==> src/hdl/utf8le_pkg.sv <==
// ----------------------------------------------------------------------------
// utf8le_pkg
// Shared types, codes and escape-string tables for the UTF-8 checked LaTeX
// escaper.
// ----------------------------------------------------------------------------
`default_nettype none

package utf8le_pkg;

  // Sequence phase codes
  localparam logic [1:0] PH_IDLE         = 2'd0;
  localparam logic [1:0] PH_TWO_FINAL    = 2'd1;
  localparam logic [1:0] PH_THREE_SECOND = 2'd2;
  localparam logic [1:0] PH_THREE_THIRD  = 2'd3;

  // Job kinds: what the expander emits for one accepted byte
  localparam logic [1:0] JOB_BYTES     = 2'd0;  // up to three literal bytes
  localparam logic [1:0] JOB_BACKSLASH = 2'd1;  // twelve bytes $\backslash$
  localparam logic [1:0] JOB_EURO      = 2'd2;  // five bytes \euro
  localparam logic [1:0] JOB_BAD       = 2'd3;  // one bad-lead result

  localparam logic [3:0] BACKSLASH_LEN = 4'd12;
  localparam logic [3:0] EURO_LEN      = 4'd5;

  localparam logic [15:0] EURO_CP = 16'h20AC;

  typedef struct packed {
    logic [1:0]      kind;
    logic [3:0]      len;
    logic [2:0][7:0] bytes;
  } job_t;

  function automatic logic [7:0] backslash_char(input logic [3:0] idx);
    logic [7:0] c;
    unique case (idx)
      4'd0:    c = 8'h24;  // $
      4'd1:    c = 8'h5C;  // backslash
      4'd2:    c = 8'h62;  // b
      4'd3:    c = 8'h61;  // a
      4'd4:    c = 8'h63;  // c
      4'd5:    c = 8'h6B;  // k
      4'd6:    c = 8'h73;  // s
      4'd7:    c = 8'h6C;  // l
      4'd8:    c = 8'h61;  // a
      4'd9:    c = 8'h73;  // s
      4'd10:   c = 8'h68;  // h
      4'd11:   c = 8'h24;  // $
      default: c = 8'h00;
    endcase
    return c;
  endfunction

  function automatic logic [7:0] euro_char(input logic [2:0] idx);
    logic [7:0] c;
    unique case (idx)
      3'd0:    c = 8'h5C;  // backslash
      3'd1:    c = 8'h65;  // e
      3'd2:    c = 8'h75;  // u
      3'd3:    c = 8'h72;  // r
      3'd4:    c = 8'h6F;  // o
      default: c = 8'h00;
    endcase
    return c;
  endfunction

endpackage

`default_nettype wire

==> src/hdl/utf8_checked_latex_escaper.sv <==
// ----------------------------------------------------------------------------
// utf8_checked_latex_escaper
// Byte stream filter: checks two- and three-byte UTF-8 sequences and escapes
// text for LaTeX.
// ----------------------------------------------------------------------------
// Usage:
//   Slave channel s_* carries one raw text byte per transfer; a zero byte ends
//   the text and drops any pending UTF-8 sequence. Master channel m_* carries
//   the results: m_tdata is the output byte, m_tuser flags it (has_byte,
//   bad_lead) and m_tlast marks the last result caused by one input byte.
//   A byte that produces no result (zero, held lead or second byte, bad
//   continuation) still takes its transfer but sends nothing.
// Flow:
//   A byte's results pass from the job register through the result register
//   to m_*, one result per cycle while m_tready allows. A byte with N results
//   holds the input side until its last result is emitted (N is 1..12: twelve
//   for a backslash, five for the euro sign), so plain text moves at one byte
//   per cycle without stalls, a rate set by the single job register.
// Reset:
//   rst (synchronous, active high) empties the job and result registers and
//   returns the UTF-8 decoder to idle.
// Stall:
//   While m_tvalid is high and m_tready is low the result register holds, the job
//   register holds its position and s_tready drops once the current job cannot finish.
// ----------------------------------------------------------------------------
`default_nettype none

module utf8_checked_latex_escaper
  import utf8le_pkg::*;
(
  input  wire logic       clk,
  input  wire logic       rst,
  input  wire logic       s_tvalid,
  output logic            s_tready,
  input  wire logic [7:0] s_tdata,   // [7:0] text_byte
  output logic            m_tvalid,
  input  wire logic       m_tready,
  output logic [7:0]      m_tdata,   // [7:0] out_byte
  output logic [1:0]      m_tuser,   // [0] has_byte, [1] bad_lead
  output logic            m_tlast    // run_last
);

  // Decoder state
  logic [1:0] phase, phase_next;
  logic [7:0] held_lead, held_lead_next;
  logic [7:0] held_second, held_second_next;

  // Job register: one accepted byte worth of pending results
  logic       job_valid;
  job_t       job;
  logic [3:0] idx;

  // Decoded job for the byte on s_tdata
  job_t       new_job;
  logic       new_load;

  logic       s_xfer;
  logic       emit;
  logic       job_last;
  logic       is_cont;
  logic [15:0] cp;

  logic [7:0] emit_byte;
  logic       emit_has;
  logic       emit_bad;

  assign s_xfer   = s_tvalid && s_tready;
  assign emit     = job_valid && (!m_tvalid || m_tready);
  assign job_last = (idx == job.len - 4'd1);
  // Take a new byte when the job register is free or empties this cycle
  assign s_tready = !job_valid || (emit && job_last);

  assign is_cont = (s_tdata[7:6] == 2'b10);
  assign cp      = {held_lead[3:0], held_second[5:0], s_tdata[5:0]};

  // Decode the incoming byte against the current phase
  always_comb begin
    phase_next       = phase;
    held_lead_next   = held_lead;
    held_second_next = held_second;
    new_load         = 1'b0;
    new_job.kind     = JOB_BYTES;
    new_job.len      = 4'd1;
    new_job.bytes    = '0;
    if (s_tdata == 8'h00) begin
      phase_next = PH_IDLE;
    end else begin
      unique case (phase)
        PH_IDLE: begin
          priority if (s_tdata < 8'h20) begin
            new_load         = 1'b1;
            new_job.bytes[0] = 8'h3F;  // '?'
          end else if (s_tdata <= 8'h7F) begin
            new_load = 1'b1;
            priority if (s_tdata == 8'h24 || s_tdata == 8'h26 || s_tdata == 8'h7C) begin
              new_job.len      = 4'd2;
              new_job.bytes[0] = 8'h5C;
              new_job.bytes[1] = s_tdata;
            end else if (s_tdata == 8'h5C) begin
              new_job.kind = JOB_BACKSLASH;
              new_job.len  = BACKSLASH_LEN;
            end else begin
              new_job.bytes[0] = s_tdata;
            end
          end else if ((s_tdata & 8'hE0) == 8'hC0) begin
            held_lead_next = s_tdata;
            phase_next     = PH_TWO_FINAL;
          end else if ((s_tdata & 8'hF0) == 8'hE0) begin
            held_lead_next = s_tdata;
            phase_next     = PH_THREE_SECOND;
          end else begin
            new_load     = 1'b1;
            new_job.kind = JOB_BAD;
          end
        end
        PH_TWO_FINAL: begin
          phase_next = PH_IDLE;
          if (is_cont) begin
            new_load         = 1'b1;
            new_job.len      = 4'd2;
            new_job.bytes[0] = held_lead;
            new_job.bytes[1] = s_tdata;
          end
        end
        PH_THREE_SECOND: begin
          if (is_cont) begin
            held_second_next = s_tdata;
            phase_next       = PH_THREE_THIRD;
          end else begin
            phase_next = PH_IDLE;
          end
        end
        PH_THREE_THIRD: begin
          phase_next = PH_IDLE;
          if (is_cont) begin
            new_load = 1'b1;
            if (cp == EURO_CP) begin
              new_job.kind = JOB_EURO;
              new_job.len  = EURO_LEN;
            end else begin
              new_job.len      = 4'd3;
              new_job.bytes[0] = held_lead;
              new_job.bytes[1] = held_second;
              new_job.bytes[2] = s_tdata;
            end
          end
        end
        default: phase_next = PH_IDLE;
      endcase
    end
  end

  // Pick the result at the current job position
  always_comb begin
    emit_has  = 1'b1;
    emit_bad  = 1'b0;
    emit_byte = 8'h00;
    unique case (job.kind)
      JOB_BYTES:     emit_byte = job.bytes[idx[1:0]];
      JOB_BACKSLASH: emit_byte = backslash_char(idx);
      JOB_EURO:      emit_byte = euro_char(idx[2:0]);
      JOB_BAD: begin
        emit_has = 1'b0;
        emit_bad = 1'b1;
      end
      default: emit_byte = 8'h00;
    endcase
  end

  // Decoder state and job register
  always_ff @(posedge clk) begin
    if (rst) begin
      phase       <= PH_IDLE;
      held_lead   <= 8'h00;
      held_second <= 8'h00;
      job_valid   <= 1'b0;
      idx         <= 4'd0;
    end else begin
      if (s_xfer) begin
        phase       <= phase_next;
        held_lead   <= held_lead_next;
        held_second <= held_second_next;
      end
      if (emit && !job_last) begin
        idx <= idx + 4'd1;
      end else if (s_xfer) begin
        // job register free or finishing: load the next job, if any
        job_valid <= new_load;
        idx       <= 4'd0;
      end else if (emit) begin
        job_valid <= 1'b0;
        idx       <= 4'd0;
      end
    end
  end

  always_ff @(posedge clk) begin
    if (s_xfer) begin
      job <= new_job;
    end
  end

  // Result register
  always_ff @(posedge clk) begin
    if (rst) begin
      m_tvalid <= 1'b0;
    end else if (emit) begin
      m_tvalid <= 1'b1;
    end else if (m_tready) begin
      m_tvalid <= 1'b0;
    end
  end

  always_ff @(posedge clk) begin
    if (emit) begin
      m_tdata <= emit_byte;
      m_tuser <= {emit_bad, emit_has};
      m_tlast <= job_last;
    end
  end

endmodule

`default_nettype wire

==> config.mk <==
export PLATFORM = sky130hd
export DESIGN_NAME = utf8_checked_latex_escaper
export DESIGN_NICKNAME = d
export VERILOG_FILES = /design/src/hdl/utf8le_pkg.sv /design/src/hdl/utf8_checked_latex_escaper.sv
export SDC_FILE = /design/constraint.sdc
export NUM_CORES = 1
export LEC_CHECK = 0
export ABC_AREA = 1
export BUFFER_PORTS_ARGS = -buffer_cell sky130_fd_sc_hd__buf_2
export CAP_MARGIN = 40
export CORE_ASPECT_RATIO = 1.1
export CORE_MARGIN = 2
export CORE_UTILIZATION = 45
export CTS_BUF_LIST = sky130_fd_sc_hd__clkbuf_4
export DETAILED_ROUTE_END_ITERATION = 7
export PLACE_DENSITY = 0.72
export SKIP_LAST_GASP = 1
export SYNTH_ARGS = -nofsm -noshare
export SYNTH_HDL_FRONTEND = slang
export SYNTH_SLANG_ARGS = --single-unit
==> constraint.sdc <==
create_clock -name clk -period 2.4 [get_ports clk]
set_input_delay 0.24 -clock clk [delete_from_list [all_inputs] [get_ports clk]]
set_output_delay 0.24 -clock clk [all_outputs]
set_load 0.005 [all_outputs]
# --- After elaboration in Yosys (flattened, before gate mapping) ---
# Memory sizes are Yosys's and may differ from the RTL's. A register that Yosys moved wholly into a read port is not among the register bits.
# Index checks and enable logic that the tools add are counted.
classes:
  mux: 54
  addsub: 2
  reduce_logical: 25
  magnitude_cmp: 3
  bitwise_logic: 6
  n_eq_ne: 22
ops:
  columns: ["operator", "n"]
  rows:
  - ["$mux W8", 8]
  - ["$pmux W16 S3", 1]
  - ["$pmux W7 S5", 1]
  - ["$mux W16", 2]
  - ["$mux W30", 1]
  - ["$mux W4", 7]
  - ["$mux W24", 1]
  - ["$pmux W8 S3", 1]
  - ["$mux W2", 11]
  - ["$bmux W8 S2", 1]
  - ["$eq A16 B14 Y1 const B", 1]
  - ["$eq A8 B6 Y1 const B", 2]
  - ["$eq A8 B7 Y1 const B", 2]
  - ["$mux W1", 13]
  - ["$pmux W4 S3", 1]
  - ["$eq A2 B2 Y1 const B", 5]
  - ["$le A8 B7 Y1 const B", 1]
  - ["$logic_not A8 Y1", 1]
  - ["$lt A8 B6 Y1 const B", 1]
  - ["$reduce_and A4 Y1", 2]
  - ["$eq A3 B2 Y1 const B", 2]
  - ["$eq A3 B3 Y1 const B", 2]
  - ["$mux W6", 1]
  - ["$ne A3 B3 Y1 const B", 2]
  - ["other kinds (25)", 42]
totals:
  in_bits: 12
  n_memories: 1
  regBits: 65
  wordCells: 127
  romBits: 112
memory_table:
  columns: ["name", "depth", "word_bits", "read_ports", "rd_ports_with_merged_regs", "wr", "line_no", "rtl"]
  rows:
  - ["(no name shown)", 16, 7, 1, 1, 0, "utf8le_pkg.sv:35", "unique case (idx)"]

# --- Longest topological paths before layout ---
logic_depth:
  word_depth: 10
  ltp_mapped: 16
  depth_no_buf: 16

# --- Least setup slack after synthesis ---
# OpenSTA, ideal clock, no wires.
synth_path:
  kind: "reg-to-reg"
  startpoint: "reg job[24] (netlist name)"
  endpoint: "reg job[0] (netlist name), enable pin"
  synth_period_minus_slack_ns: 2.389
  path_slack_ns: 0.011
  t_arrival_ns: 2.004
  setup_time_ns: 0.385
  path_buffers: 0
  path_stages_with_launch: 13
  cell_sequence: "edfxtp_1 -> inv_1 -> ha_1 -> inv_1 -> nand2_1 -> nand2_1 -> nand2_1 -> nand2_2 -> nor2_4 -> nand2_4 -> o21ai_4 -> nand2_1 -> inv_1"
synth_between:
  elab_chain_cells: 5
synth_lines:
  columns: ["item", "line_no", "rtl"]
  rows:
  - ["start: declaration", "utf8_checked_latex_escaper.sv:50", "job_t job;"]
  - ["start signal: assignment", "utf8_checked_latex_escaper.sv:199", "job <= new_job;"]
  - ["$sub A4 B1 Y4", "utf8_checked_latex_escaper.sv:69", "assign job_last = (idx == job.len - 4'd1);"]
  - ["$eq A4 B4 Y1", "utf8_checked_latex_escaper.sv:69", null]
  - ["$logic_and A1 B1 Y1", "utf8_checked_latex_escaper.sv:71", "assign s_tready = !job_valid || (emit && job_last);"]
  - ["$logic_or A1 B1 Y1", "utf8_checked_latex_escaper.sv:71", null]
  - ["named net s_tready", "utf8_checked_latex_escaper.sv:34", "output logic s_tready,"]
  - ["$logic_and A1 B1 Y1", "utf8_checked_latex_escaper.sv:67", "assign s_xfer = s_tvalid && s_tready;"]
  - ["named net s_xfer", "utf8_checked_latex_escaper.sv:57", "logic s_xfer;"]
# The timed path passes the listed nets, and every way through them passes these cells.
# A chain may end at the register's enable or synchronous reset.

# --- Worst setup path after layout ---
layout_path:
  startpoint: "reg job[24] (netlist name)"
  endpoint: "out s_tready"
layout_between:
  elab_chain_cells: 4
layout_lines:
  columns: ["item", "line_no"]
  rows:
  - ["$sub A4 B1 Y4", "utf8_checked_latex_escaper.sv:69"]
  - ["$eq A4 B4 Y1", "utf8_checked_latex_escaper.sv:69"]
  - ["$logic_and A1 B1 Y1", "utf8_checked_latex_escaper.sv:71"]
  - ["$logic_or A1 B1 Y1", "utf8_checked_latex_escaper.sv:71"]
  - ["end: declaration", "utf8_checked_latex_escaper.sv:34"]
# No other way between the ends.

==> impl_summary.md <==
Detailed routing
The routed length per placed instance is 13.5 microns. The aggregate routed wire length is 8230 microns. The first detailed-routing pass took 4 iterations. The post-detailed-route count of antenna-violating nets is 0. The count of vias placed by the detailed router is 3153. In the routed layout, each cell is associated on average with a via count of 5.17. The number of DRC markers after the initial detailed-route iteration is 251. The final routed DRC violation total is 0.

Setup path
Across all register-to-register paths, the minimum setup slack is 330 ps. Data on the critical path is required at its endpoint by 2160 ps. At the worst endpoint, the arrival time is 1930 ps. The nature of the critical path startpoint is a flop. The worst setup path is of the flop to output pin kind. The critical path depth in cells is 11. The most critical setup path has its startpoint at job[24]. In this design, the critical path's most frequently occurring cell is sky130_fd_sc_hd__nand2_1. In this run the worst setup path terminates at s_tready. Traced cell by cell, the critical path runs through inv_1 -> ha_1 -> inv_1 -> nand2_1 -> nand2_1 -> nand2_1 -> nand2_2 -> nor2_4 -> nand2_4 -> o21ai_4 -> buf_2.

STA classifies the critical path endpoint as an output pin. The largest single stage delay on the critical path is 390 ps. The slowest stage of the critical path is the sky130_fd_sc_hd__edfxtp_1 cell.

The highest net fanout along the worst path is 7. The endpoint identified for the worst register-to-register timing path is job[8]. The category of cells accounting for the largest share of critical-path delay is simple AND/OR/NAND/NOR gates. The startpoint identified for the worst register-to-register timing path is job[24]. The count of buffer and inverter cells on the critical path is 3.

Measured in cells, the most critical reg-to-reg path has a length of 13.

Yosys
Summing every instance area after synthesis gives 3740 sq um. The synthesized design spends more area on one cell type than any other, namely sky130_fd_sc_hd__edfxtp_1. For this run, the leading register cell type out of synthesis is sky130_fd_sc_hd__edfxtp_1. The number of flops mapped to enable cells by yosys is 41.

The yosys synthesis warning count is 0. The share of flip-flops with an asynchronous set or reset is 0%. The netlist uses 39 different library cells. By area the synthesized netlist is led by sky130_fd_sc_hd__edfxtp_1 33%, sky130_fd_sc_hd__dfxtp_1 17%, sky130_fd_sc_hd__nand2_1 12%. The number of nets in the synthesized netlist is 484. A synthesized cell averages 8.10 sq um. The number of synthesized register bits is 72. Sequential elements use 49.5% of the synthesized area. The area share of the largest cell type after synthesis is 32.9%. The cell count after synthesis is 462.

Clock network
Gates resized during post-CTS repair numbered 0. The total CTS buffers is 9. The clock root buffer is sky130_fd_sc_hd__clkbuf_4. TritonCTS built the clock tree. After clock tree synthesis, the clock-pin slew on the worst setup and hold paths is 110 ps. The number of H-tree branching levels is 3. The insertion delay to the later sink of the worst-skew pair is 430 ps. The clock net in this run drives a total of 72 sinks.

The number of buffers between clock root and the deepest sink is 2.

Pwr
Internal power comes to 0.00199 W. The clock share of power is 31.3%. The sequential power share is 53.2%. The switching power of the nets is 0.000720 W. The peak supply drop is 0.313 mV.

Power spread over the standard cell area amounts to 651 nW/um^2. Combinational cells account for 15.5% of the total power. The switching fraction of total power is 26.5%. In this run the static leakage power is 1.89 nW. Power comes to 0.00271 W.

Cells and area
The antenna diode instance count is 0. In the layout the commonest cells are 116 x sky130_fd_sc_hd__nand2_1, 68 x sky130_fd_sc_hd__nor2_1, 62 x sky130_fd_sc_hd__inv_1. The area growth from synthesis to layout is 11.3%.

Cells fill 52.1% of the core in the end. In the final layout, the share of cells above drive strength 1 is 13.5%. Once layout is done, the placed cells without fillers occupy 4170 sq um.

The count of nets after finishing is 519. Leaving out fill and tap cells, the most frequent cell in the layout is sky130_fd_sc_hd__nand2_1. For this run, the number of standard cells in the final layout without fillers is 610.

Global route
The met3 layer usage reported by global route is 3.79%. Across every metal layer, demand over resource in global routing totals 19.1%. The via count of the first global-routing pass is 3000. The sum of overflow across all layers after global routing is 0. The number of antenna violations at the first check in global routing is 0. After global routing, the most crowded layer is met2. The met2 track demand over resource is 34.0%.

The met1 routing resource usage after global routing is 22.5%. Entering global routing, the biggest net connects 31 pins. The first global-routing pass estimated 13800 microns of wire.

STA
The smallest clock period supported by the final layout is computed as 2170 ps. The total negative setup slack is 0 ps. The fraction of the cycle the final worst path needs is 90.4%. The max-slew violation total from the final report came to 0. The worst max-slew margin expressed relative to the limit is 56.5%. The number of failing hold endpoints at the final stage is 0. Setup repair after global routing left no endpoint under its margin. The clock skew after layout is 19.5 ps. The slew of the pin with the lowest slew margin is 647 ps. The number of setup violations in the final report is 0. The highest clock rate is 461 MHz.

Floorplanning
After floorplanning, the core was sized to cover 8000 sq um. The I/O pin count is 25. The initial cell density of the core is 46.8%. The vertical extent of the die is 99.6 microns.

In this run the horizontal extent of the chip is 91.0 microns. The number of placement rows is 34. The overall die area is 9060 sq um.

Placement
The count of input and output buffers is 24. The count of placed standard cells including taps is 592. The placed cell area is 4000 sq um.

Routability-driven placement finished with a final weighted congestion of 0.918. The wire-length estimate of the detail-placed layout is 6120 microns.

Min path
The path category of the worst min-delay check is input pin to flop. The hold path depth is 2.

Flow run
The max-cap check violation count is 0.

Status
The flow ran to the end, and the final reports show no timing, DRC or antenna violations.
[cell usage after synthesis (all sizes together) (5+ instances only)]
master / count
a21oi: 23
clkbuf: 5
dfxtp: 31
edfxtp: 41
ha: 10
inv: 66
nand2: 120
nand3: 20
nand4: 6
nor2: 72
nor3: 6
o21ai: 40
[registers in the layout (all words and copies together) (netlist names), named ones only]
signal	count
m_tuser	2
m_tdata	8
m_tlast	1
phase	2
job_valid	1
m_tvalid	1
job	30
held_lead	8
idx	4
held_second	8
[layer usage]
metal / wire [microns] / vias up
met4: 234 / 0
met3: 461 / 23
li1: - / 1568
met2: 4010 / 131
met5: 0 / -
met1: 3520 / 1431
[area by class of cell]
type | count | area [sq um]
timing repair buffer | 31 | 185
multi-input combinational | 316 | 1590
tap | 108 | 135
sequential | 72 | 1850
fill | 784 | 3830
inverter | 67 | 251
clock inverter | 5 | 72.6
clock buffer | 11 | 82.6
[power groups by stage]
stage | Combinational, W | Clock (W) | Sequential (W)
3_5_place_dp | 0.000408 | 0 | 0.00147
3_3_place_gp | 0.000400 | 0 | 0.00147
5_1_grt | 0.000473 | 0.000919 | 0.00145
4_1_cts | 0.000411 | 0.000865 | 0.00144
2_1_floorplan | 0.000276 | 0 | 0.00147
6_report | 0.000420 | 0.000848 | 0.00144
[metrics by stage]
stage	worst slack [ps]	hold slack [ps]
finish	231	73.3
global route	65.9	54.2
CTS	147	56.5
detailed placement	270	464
global placement	365	450
floorplan	10.9	309
[cells by family after synthesis]
logic type / Yosys count / share of synthesized area [%]
adder cells (fa/ha/maj): 10 / 3.34
buffers and inverters: 74 / 8.09
AND/OR/NAND/NOR: 227 / 26.5
other: 1 / 0.100
AO/OA/AOI/OAI: 75 / 11.8
flip-flops: 72 / 49.5
XOR/XNOR: 3 / 0.702
[what timing repair did]
item / CTS / global route
hold buffers: 0 / 0
setup endpoints to repair: 0 / 1
setup buffers: 0 / 2
[how the worst min path moves through the flow]
stage | from | to
after CTS | rst | held_lead[7]
after floorplan | rst | held_lead[6]
after global placement | held_second[6] | held_second[6]
final | rst | held_lead[7]
after global routing | rst | held_lead[7]
after detailed placement | held_second[6] | held_second[6]
[worst register-to-register path, delay by kind of cell, from the launching register on]
family                   cells  cell delay (ps)
AND/OR/NAND/NOR              7              580
adder cells (fa/ha/maj)      1              170
buffers and inverters        4              440
AO/OA/AOI/OAI                1              190
flip-flops                   1              390
Power figures use the tool's default switching activity.
